`src/sv/oca_pkg.sv`:
```
`default_nettype none
package oca_pkg;

  localparam int MAX_SLOTS           = 16;
  localparam int SAMPLE_BITS         = 10;
  localparam int MAX_OVERSAMPLE_BITS = 16;
  localparam int SUM_BITS            = SAMPLE_BITS + MAX_OVERSAMPLE_BITS;
  localparam int SLOT_W              = $clog2(MAX_SLOTS);
  localparam int SET_CNT_W           = MAX_OVERSAMPLE_BITS + 1;
  localparam int CFG_W               = 5;
  localparam int AVG_W               = 10;
  localparam int PADDR_W             = 3;
  localparam int PDATA_W             = 32;

  // register index, taken from paddr[2]
  localparam logic REG_ACTIVE_SLOTS    = 1'b0;
  localparam logic REG_OVERSAMPLE_BITS = 1'b1;

  typedef logic [SUM_BITS-1:0] sum_t;
  typedef logic [SLOT_W-1:0]   slot_idx_t;

  typedef enum logic [1:0] {
    ST_IDLE,
    ST_ACCUM,
    ST_EMIT_RD,
    ST_EMIT_OUT
  } oca_state_t;

endpackage
`default_nettype wire

```
`src/sv/oca_sum_ram.sv`:
```
`default_nettype none
module oca_sum_ram import oca_pkg::*; (
  input  wire logic      clk,
  input  wire logic      we,
  input  wire slot_idx_t waddr,
  input  wire sum_t      wdata,
  input  wire slot_idx_t raddr,
  output sum_t           rdata
);

  sum_t mem [MAX_SLOTS];
  sum_t rdata_r;

  always_ff @(posedge clk) begin
    if (we) begin
      mem[waddr] <= wdata;
    end
    rdata_r <= mem[raddr];
  end

  assign rdata = rdata_r;

endmodule
`default_nettype wire

```
`src/sv/oversampling_channel_averager.sv`:
```
// A sample is summed in ST_ACCUM, the cycle after acceptance; no new sample is
// taken while it is summed. A set's results follow the sample that completes it:
// each is read from the sum RAM in ST_EMIT_RD and loaded out in ST_EMIT_OUT,
// which waits while the output stalls. No sample is taken while a set is being emitted.
// Reset (synchronous, rst_n low): all slot sums read as zero, position and set count
// zero, active_slots = 1, oversample_bits = 0, no result pending.
`default_nettype none
module oversampling_channel_averager import oca_pkg::*; (
  input  wire logic                   clk,
  input  wire logic                   rst_n,
  input  wire logic                   in_valid,
  output logic                        in_ready,
  input  wire logic [SAMPLE_BITS-1:0] in_sample,
  input  wire logic                   in_room_for_set,
  output logic                        out_valid,
  input  wire logic                   out_ready,
  output logic [AVG_W-1:0]            out_average,
  output logic [SLOT_W-1:0]           out_slot,
  output logic                        out_last_of_set,
  input  wire logic                   psel,
  input  wire logic                   penable,
  input  wire logic                   pwrite,
  input  wire logic [PADDR_W-1:0]     paddr,
  input  wire logic [PDATA_W-1:0]     pwdata,
  output logic [PDATA_W-1:0]          prdata,
  output logic                        pready
);

  oca_state_t state_r, state_nxt;

  logic [CFG_W-1:0]       active_slots_r, oversample_bits_r;
  slot_idx_t              slot_pos_r, slot_pos_nxt;
  slot_idx_t              emit_idx_r, emit_idx_nxt;
  logic [SET_CNT_W-1:0]   set_cnt_r, set_cnt_nxt;
  logic [MAX_SLOTS-1:0]   valid_r, valid_nxt;
  logic [SAMPLE_BITS-1:0] sample_r;
  logic                   room_r;
  logic                   out_valid_r, out_valid_nxt;
  logic [AVG_W-1:0]       out_average_r;
  slot_idx_t              out_slot_r;
  logic                   out_last_r;

  logic [CFG_W-1:0]     n_use, n_m1, k_use;
  logic [SET_CNT_W-1:0] set_cnt_inc, set_thresh;
  logic                 set_end, set_full, emit_last;
  logic                 in_acc, load_out, mem_we, clear_all;
  slot_idx_t            rd_addr;
  sum_t                 rd_data, acc_sum, emit_sum, emit_shifted;

  assign pready = 1'b1;

  always_comb begin
    case (paddr[2])
      REG_ACTIVE_SLOTS:    prdata = PDATA_W'(active_slots_r);
      REG_OVERSAMPLE_BITS: prdata = PDATA_W'(oversample_bits_r);
      default:             prdata = '0;
    endcase
  end

  always_ff @(posedge clk) begin
    if (!rst_n) begin
      active_slots_r    <= CFG_W'(1);
      oversample_bits_r <= '0;
    end else if (psel && penable && pwrite && pready) begin
      case (paddr[2])
        REG_ACTIVE_SLOTS:    active_slots_r    <= pwdata[CFG_W-1:0];
        REG_OVERSAMPLE_BITS: oversample_bits_r <= pwdata[CFG_W-1:0];
        default:             ;
      endcase
    end
  end

  // clamp the live register values
  always_comb begin
    if (active_slots_r == '0) begin
      n_use = CFG_W'(1);
    end else if (active_slots_r > CFG_W'(MAX_SLOTS)) begin
      n_use = CFG_W'(MAX_SLOTS);
    end else begin
      n_use = active_slots_r;
    end
    n_m1 = n_use - CFG_W'(1);
    if (oversample_bits_r > CFG_W'(MAX_OVERSAMPLE_BITS)) begin
      k_use = CFG_W'(MAX_OVERSAMPLE_BITS);
    end else begin
      k_use = oversample_bits_r;
    end
  end

  assign in_acc      = in_valid && in_ready;
  assign acc_sum     = (valid_r[slot_pos_r] ? rd_data : '0) + SUM_BITS'(sample_r);
  assign set_end     = {1'b0, slot_pos_r} >= n_m1;
  assign set_cnt_inc = set_cnt_r + SET_CNT_W'(1);
  assign set_thresh  = SET_CNT_W'(1) << k_use;
  assign set_full    = set_cnt_inc >= set_thresh;
  assign emit_sum    = valid_r[emit_idx_r] ? rd_data : '0;
  assign emit_shifted = emit_sum >> k_use;
  assign emit_last   = {1'b0, emit_idx_r} == n_m1;

  oca_sum_ram u_sum_ram (
    .clk   (clk),
    .we    (mem_we),
    .waddr (slot_pos_r),
    .wdata (acc_sum),
    .raddr (rd_addr),
    .rdata (rd_data)
  );

  always_comb begin
    state_nxt = state_r;
    case (state_r)
      ST_IDLE: begin
        if (in_valid) begin
          state_nxt = ST_ACCUM;
        end
      end
      ST_ACCUM: begin
        if (set_end && set_full && room_r) begin
          state_nxt = ST_EMIT_RD;
        end else begin
          state_nxt = ST_IDLE;
        end
      end
      ST_EMIT_RD: begin
        state_nxt = ST_EMIT_OUT;
      end
      ST_EMIT_OUT: begin
        if (load_out) begin
          state_nxt = emit_last ? ST_IDLE : ST_EMIT_RD;
        end
      end
      default: begin
        state_nxt = ST_IDLE;
      end
    endcase
  end

  always_comb begin
    in_ready     = 1'b0;
    mem_we       = 1'b0;
    load_out     = 1'b0;
    clear_all    = 1'b0;
    rd_addr      = slot_pos_r;
    slot_pos_nxt = slot_pos_r;
    set_cnt_nxt  = set_cnt_r;
    emit_idx_nxt = emit_idx_r;
    case (state_r)
      ST_IDLE: begin
        in_ready = 1'b1;
      end
      ST_ACCUM: begin
        mem_we = 1'b1;
        if (!set_end) begin
          slot_pos_nxt = slot_pos_r + SLOT_W'(1);
        end else begin
          slot_pos_nxt = '0;
          if (set_full) begin
            set_cnt_nxt  = '0;
            emit_idx_nxt = '0;
            // drop the set when downstream has no room
            clear_all    = !room_r;
          end else begin
            set_cnt_nxt = set_cnt_inc;
          end
        end
      end
      ST_EMIT_RD: begin
        rd_addr = emit_idx_r;
      end
      ST_EMIT_OUT: begin
        // hold the address so the read word stays put during a stall
        rd_addr  = emit_idx_r;
        load_out = !out_valid_r || out_ready;
        if (load_out) begin
          emit_idx_nxt = emit_idx_r + SLOT_W'(1);
          clear_all    = emit_last;
        end
      end
      default: ;
    endcase
  end

  always_comb begin
    valid_nxt = valid_r;
    if (mem_we) begin
      valid_nxt[slot_pos_r] = 1'b1;
    end
    if (clear_all) begin
      valid_nxt = '0;
    end
    if (load_out) begin
      out_valid_nxt = 1'b1;
    end else if (out_ready) begin
      out_valid_nxt = 1'b0;
    end else begin
      out_valid_nxt = out_valid_r;
    end
  end

  always_ff @(posedge clk) begin
    if (!rst_n) begin
      state_r     <= ST_IDLE;
      slot_pos_r  <= '0;
      emit_idx_r  <= '0;
      set_cnt_r   <= '0;
      valid_r     <= '0;
      out_valid_r <= 1'b0;
    end else begin
      state_r     <= state_nxt;
      slot_pos_r  <= slot_pos_nxt;
      emit_idx_r  <= emit_idx_nxt;
      set_cnt_r   <= set_cnt_nxt;
      valid_r     <= valid_nxt;
      out_valid_r <= out_valid_nxt;
    end
  end

  always_ff @(posedge clk) begin
    if (in_acc) begin
      sample_r <= in_sample;
      room_r   <= in_room_for_set;
    end
    if (load_out) begin
      out_average_r <= emit_shifted[AVG_W-1:0];
      out_slot_r    <= emit_idx_r;
      out_last_r    <= emit_last;
    end
  end

  assign out_valid       = out_valid_r;
  assign out_average     = out_average_r;
  assign out_slot        = out_slot_r;
  assign out_last_of_set = out_last_r;

endmodule
`default_nettype wire
```
`config.mk`:
```
export PLATFORM = sky130hd
export DESIGN_NAME = oversampling_channel_averager
export DESIGN_NICKNAME = d
export VERILOG_FILES = /design/src/sv/oca_pkg.sv /design/src/sv/oca_sum_ram.sv /design/src/sv/oversampling_channel_averager.sv
export SDC_FILE = /design/constraint.sdc
export NUM_CORES = 1
export LEC_CHECK = 0
export BUFFER_PORTS_ARGS = -buffer_cell sky130_fd_sc_hd__buf_2
export CORE_ASPECT_RATIO = 0.9
export CORE_MARGIN = 2
export CORE_UTILIZATION = 40
export DETAILED_ROUTE_END_ITERATION = 7
export SLEW_MARGIN = 5
export SYNTH_ARGS = -nofsm -noshare
export SYNTH_HDL_FRONTEND = slang
export SYNTH_SLANG_ARGS = --single-unit
```
`constraint.sdc`:
```
create_clock -name clk -period 5.3 [get_ports clk]
set_input_delay 1.325 -clock clk [delete_from_list [all_inputs] [get_ports clk]]
set_output_delay 1.325 -clock clk [all_outputs]
set_load 0.005 [all_outputs]
```
# Yosys cells after proc, flatten, opt, wreduce, memory -nomap -nowiden
# Memory sizes are Yosys's and may differ from the RTL's. A register that Yosys moved wholly into a read port is not among the register bits.
# Cells that the tools add are included.
word_totals:
  memories: 1
  regBits: 80
  mem_bits_rw: 416
  word_cells: 95
  out_inout_bits: 50
classes:
  bitwise: 3
  eq_ne: 9
  n_addsub: 5
  n_mux: 35
  n_shift: 2
  n_reduce_logical: 20
  n_lt_le_gt_ge: 7
mem_list:
  columns: ["memory", "depth", "width", "rd", "rd_ports_with_merged_regs", "write_ports", "line", "rtl"]
  rows:
  - ["u_sum_ram.mem", 16, 26, 1, 1, 1, "oca_sum_ram.sv:11", "sum_t mem [MAX_SLOTS];"]
ops:
  columns: ["operator", "count"]
  rows:
  - ["32-bit case mux with 2 select lines", 1]
  - ["26-bit two-way mux", 2]
  - ["26-bit by 10-bit adder with 26-bit output", 1]
  - ["26-bit by 5-bit right shift with 10-bit output", 1]
  - ["4-bit two-way mux", 5]
  - ["17-bit by 1-bit adder with 17-bit output, second input constant", 1]
  - ["17-bit >= comparator", 1]
  - ["17-bit two-way mux", 1]
  - ["1-bit by 5-bit left shift with 17-bit output, first input constant", 1]
  - ["16-bit OR", 1]
  - ["5-bit two-way mux", 3]
  - ["1-bit two-way mux", 13]
  - ["5-bit > comparator, second input constant", 2]
  - ["4-bit by 5-bit less-than comparator with 1-bit output, second input constant", 2]
  - ["2-bit inequality test, second input constant", 5]
  - ["4-bit by 1-bit adder with 4-bit output, second input constant", 2]
  - ["1-bit binary-select mux with 4-bit select", 2]
  - ["2-bit two-way mux", 4]
  - ["2-bit case mux with 4 select lines", 1]
  - ["4-bit case mux with 2 select lines", 1]
  - ["2-bit AND reduction", 4]
  - ["1-bit logical AND", 6]
  - ["4-bit by 5-bit equality test with 1-bit output", 1]
  - ["4-bit by 5-bit >= comparator with 1-bit output", 1]
  - ["14 further kinds", 19]

# Longest topological paths before layout
depth:
  word_depth: 9
  ltp_mapped: 17
  mapped_depth_nobuf: 14

# Cells and area by module
# Synthesis repeated with hierarchy kept, for this count alone.
hier_totals:
  hier_cells: 1408
  area_unflattened_um2: 22969.5
by_module_without_submodules:
  columns: ["mod", "area_per_inst_um2", "cells_per_inst", "n_inst"]
  rows:
  - ["oca_sum_ram", 16377.0, 686, 1]
  - ["oversampling_channel_averager", 6592.6, 722, 1]

# Worst setup path after synthesis
# Ideal clock, no wire load.
synth_timing:
  path_type: "register to register"
  start: "register slot_pos_r[1]"
  end: "memory u_sum_ram.mem[0][20] (netlist bit) (data pin)"
  path_stages_with_launch: 18
  slack_ns: 1.222
  required_time_ns: 5.009
  arrival_ns: 3.787
  n_path_buf: 3
  period_less_slack_ns: 4.078
  path_cell_list: "dfxtp_1 > buf_2 > mux4_2 > nand2_1 > nand3_1 > o21a_1 > clkbuf_1 > and2_1 > ha_1 > inv_1 > fa_1 > nor2b_1 > o2111ai_1 > a31o_2 > o22a_1 > clkbuf_1 > or3_1 > a21oi_1"
synth_between:
  elab_chain_len: 4
synth_rtl:
  columns: ["element", "line", "rtl"]
  rows:
  - ["start: declaration", "oversampling_channel_averager.sv:32", "slot_idx_t slot_pos_r, slot_pos_nxt;"]
  - ["start signal: assignment", "oversampling_channel_averager.sv:210", "slot_pos_r <= slot_pos_nxt;"]
  - ["1-bit binary-select mux with 4-bit select", "oversampling_channel_averager.sv:91", "assign acc_sum = (valid_r[slot_pos_r] ? rd_data : '0) + SUM_BITS'(sample_r);"]
  - ["1-bit two-way mux (implied by the code)", "oversampling_channel_averager.sv:91", null]
  - ["26-bit two-way mux", "oversampling_channel_averager.sv:91", null]
  - ["26-bit by 10-bit adder with 26-bit output", "oversampling_channel_averager.sv:91", null]
  - ["named net acc_sum[20]", "oversampling_channel_averager.sv:48", "sum_t rd_data, acc_sum, emit_sum, emit_shifted;"]
  - ["end: declaration", "oca_sum_ram.sv:11", null]
# The timed path passes the listed nets, and every way through them passes these cells. The select of a mux whose other input is x is not followed.

# Worst setup path after layout
layout_timing:
  start: "register slot_pos_r[1]"
  end: "memory u_sum_ram.mem[14][23] (netlist bit) (data pin)"
# Same word-level chain as after synthesis.

==> out/metrics.yaml <==
finish:
  drive_gt1_frac: 0.210
  nNetsFinal: 1599
  fill_cells: 4833
  area_growth_pct: 12.5
  antenna_cells_inserted: 0
setup_path:
  worstPathRequired_ps: 5560
  crit_fanout: 16
  crit_slowest_cell: "a21oi_1"
  worstSetupPathType: "flop to flop"
  cp.arrival_ps: 5160
  critical_path.top_delay_family: "compound AO/OA/AOI/OAI gates"
  critPathBufInv: 1
  path_cells: "mux4_2 > nand2_1 > nand3_1 > o21a_1 > nand2_1 > inv_1 > ha_1 > a211oi_1 > o21ai_0 > a31oi_1 > o31a_1 > o21ai_0 > a21oi_1"
  startpoint_type: "flop"
  cpPeakStageDelay_ps: 840
  cp-end-kind: "flop"
die:
  die_w_um: 255
  start_util: 0.407
  placementRows: 82
  die-area_um2: 58800
  pin_count: 103
  fp.dieH_um: 230
  core_area_um2: 55900
sta:
  final.min_clock_period_ps: 4900
  fmax_ghz: 0.204
  hold_violations: 0
  skew_ps: 24.2
  final.period_utilization: 0.924
  rsz0062_at_grt: "no"
  drv_slew: 0
  fin_ws_ps: 404
  worst_pin_slew_ps: 1240
  totalNegativeSetupSlack_ps: 0
  setup_viol_count_final: 0
  slew-limit-headroom: 0.164
clock_tree:
  clkLatencyLatePin_ps: 620
  path_clk_slew_ps: 70
  h-tree-depth: 2
  post_cts_resized: 0
  clock-root-buffer: "clkbuf_16"
  clock-sinks: 522
  ctsHoldBuffers: 0
  postCtsSetupBuffers: 0
  cts_tree: "done"
  cts_buffers: 51
  clk_path_buf_depth: 3
yosys:
  synthDistinctLibCells: 72
  synth_top_area_cell: "edfxtp_1"
  synth_mux_area_frac: 0.148
  synth-edff-count: 442
  synthAdderAreaFrac: 0.0218
  synth-simple-area-share: 0.0765
  ys_ff_latch: 522
  yosys.cell_count.top_type: "edfxtp_1"
  synth_compound_area_frac: 0.0572
  synth.avg_cell_area_um2: 15.8
  yosys_warnings: 0
  synth_xor_area_frac: 0.0121
  synthArstFlopShare: 0
  synthCells: 1444
  ys_top_cells_by_area: "edfxtp_1 58%, mux4_2 12%, dfxtp_1 7.0%"
  synth_top_cell_area_share: 0.583
  synthFlopType: "edfxtp_1"
  seq_area_frac_synth: 0.653
  synth_top_family_by_area: "multiplexers"
  synth_common_cells: "442 x edfxtp_1, 123 x mux4_2, 116 x nand2_1"
  synth_area_um2: 22800
placed_design:
  dp_slack_ps: 485
  gp_congestion: 0.846
  port_buffers: 45
  post-dp-hpwl_um: 31400
detailed_routing:
  drtPass1Iterations: 6
  drcViolationCount: 0
  wl_per_cell_um: 24.1
  via_per_inst: 5.65
  routed_wl_um: 55600
  routed-via-count: 13024
  ant_nets: 0
  drtIter0Drc: 1133
grt:
  grt_pass1_vias: 12959
  gr-total-overflow: 0
  grt_usage: 0.188
  grt_max_degree: 62
  grt_pass1_wl_um: 82800
  antenna_found_initial: 0
pwr:
  p_leak_nw: 8.87
  ir_drop_uv: 307
  p_per_area_nw_per_um2: 339
  power_mw: 8.68
run:
  maxCapViolCount: 0
status:
  status: "complete, no violations"
worst_hold_path:
  hp-class: "flop to flop"
## per-stage QoR
stage | hold WS (ps) | std cells | utilization | area (um2)
final | 490 | 2306 | 0.458 | 25600
after global routing | 537 | 2306 | 0.458 | 25600
after CTS | 491 | 2306 | 0.458 | 25600
after detailed placement | 481 | 2210 | 0.429 | 24000
after global placement | 483 | 2210 | 0.429 | 24000
after floorplan | 409 | 1470 | - | 22900
## power by group
part	switching [mW]	internal (mW)	leakage, nW	total (mW)
Sequential	0.0557	4.57	4.69	4.62
Combinational	0.311	0.200	3.40	0.511
Clock	1.56	1.98	0.782	3.54
Total	1.93	6.75	8.87	8.68
## layer usage
metal,GRT usage,up-vias,part of all wire
met1,0.267,6747,0.45
met4,0.0535,0,0.025
met2,0.299,435,0.46
met3,0.0336,87,0.065
li1,-,5755,-
met5,0,-,0
## registers in the layout, summed over array words and instances, names as in the netlist
name / count
u_sum_ram.mem: 416
u_sum_ram.rdata: 26
out_last_of_set: 1
slot_pos_r: 4
out_average: 10
room_r: 1
sample_r: 10
state_r: 2
active_slots_r: 5
emit_idx_r: 4
set_cnt_r: 17
oversample_bits_r: 5
out_slot: 4
valid_r: 16
out_valid: 1
## logic make-up after synthesis
group                      after synthesis
DFF                                    522
and+or+nand+nor                        350
AOI/OAI and AO/OA                      190
muxes                                  182
buffers and inverters                  129
adders and majority gates               39
xor gates and xnor gates                30
other                                    2
## cell usage in the layout, fill, tap and decap left out, drive strengths merged, types with 4 or more instances in the layout
master  Yosys  final
dfxtp      80     80
o21ai      23     23
mux2i      53     53
nor3       13     13
and2       43     43
a21o        5      5
and3        4      4
a21boi      7      7
a22o        6      6
mux4      123    123
a41oi       4      4
a211oi     29     29
nand4      22     22
nand2     117    117
nand3      27     27
conb        2     28
nor2b      19     19
clkinv      1     18
nor2       57     57
ha         38     38
a21oi      30     30
buf        71     92
inv        20     23
or2         4      4
clkbuf     37     71
o211ai     19     19
edfxtp    442    442
a31oi      35     35
xnor2      17     17
o21a        6      6
mux2        6      6
xor2       12     12
or3        17     17
nand3b      5      5
nand2b     11     11
## worst register-to-register path: stages, from the launching register on
cell and delay [ps]:
dfxtp_1 500, mux4_2 550, nand2_1 90, nand3_1 120, o21a_1 220, nand2_1 160, inv_1 60, ha_1 290
a211oi_1 320, o21ai_0 170, a31oi_1 340, o31a_1 720, o21ai_0 170, a21oi_1 840
## layout make-up
type / count / area, um2 / area share
repair buffers: 92 / 641 / 0.0250
clock inverters: 25 / 241 / 0.00943
multi-input cells: 819 / 7450 / 0.291
flip-flops and latches: 522 / 14900 / 0.581
clock buffers: 71 / 1380 / 0.0539
well taps: 756 / 946 / 0.0369
inverters: 21 / 78.8 / 0.00308
## path summary, 6_finish.rpt
check           startpoint                     to  slack [ps]  cells after the start
max          slot_pos_r[1]  u_sum_ram.mem[14][23]         400                     13
min          set_cnt_r[16]          set_cnt_r[16]         490                      1
max reg2reg  slot_pos_r[1]  u_sum_ram.mem[14][23]         400                     13
min reg2reg  set_cnt_r[16]          set_cnt_r[16]         490                      1
(Power assumes the default switching activity.)
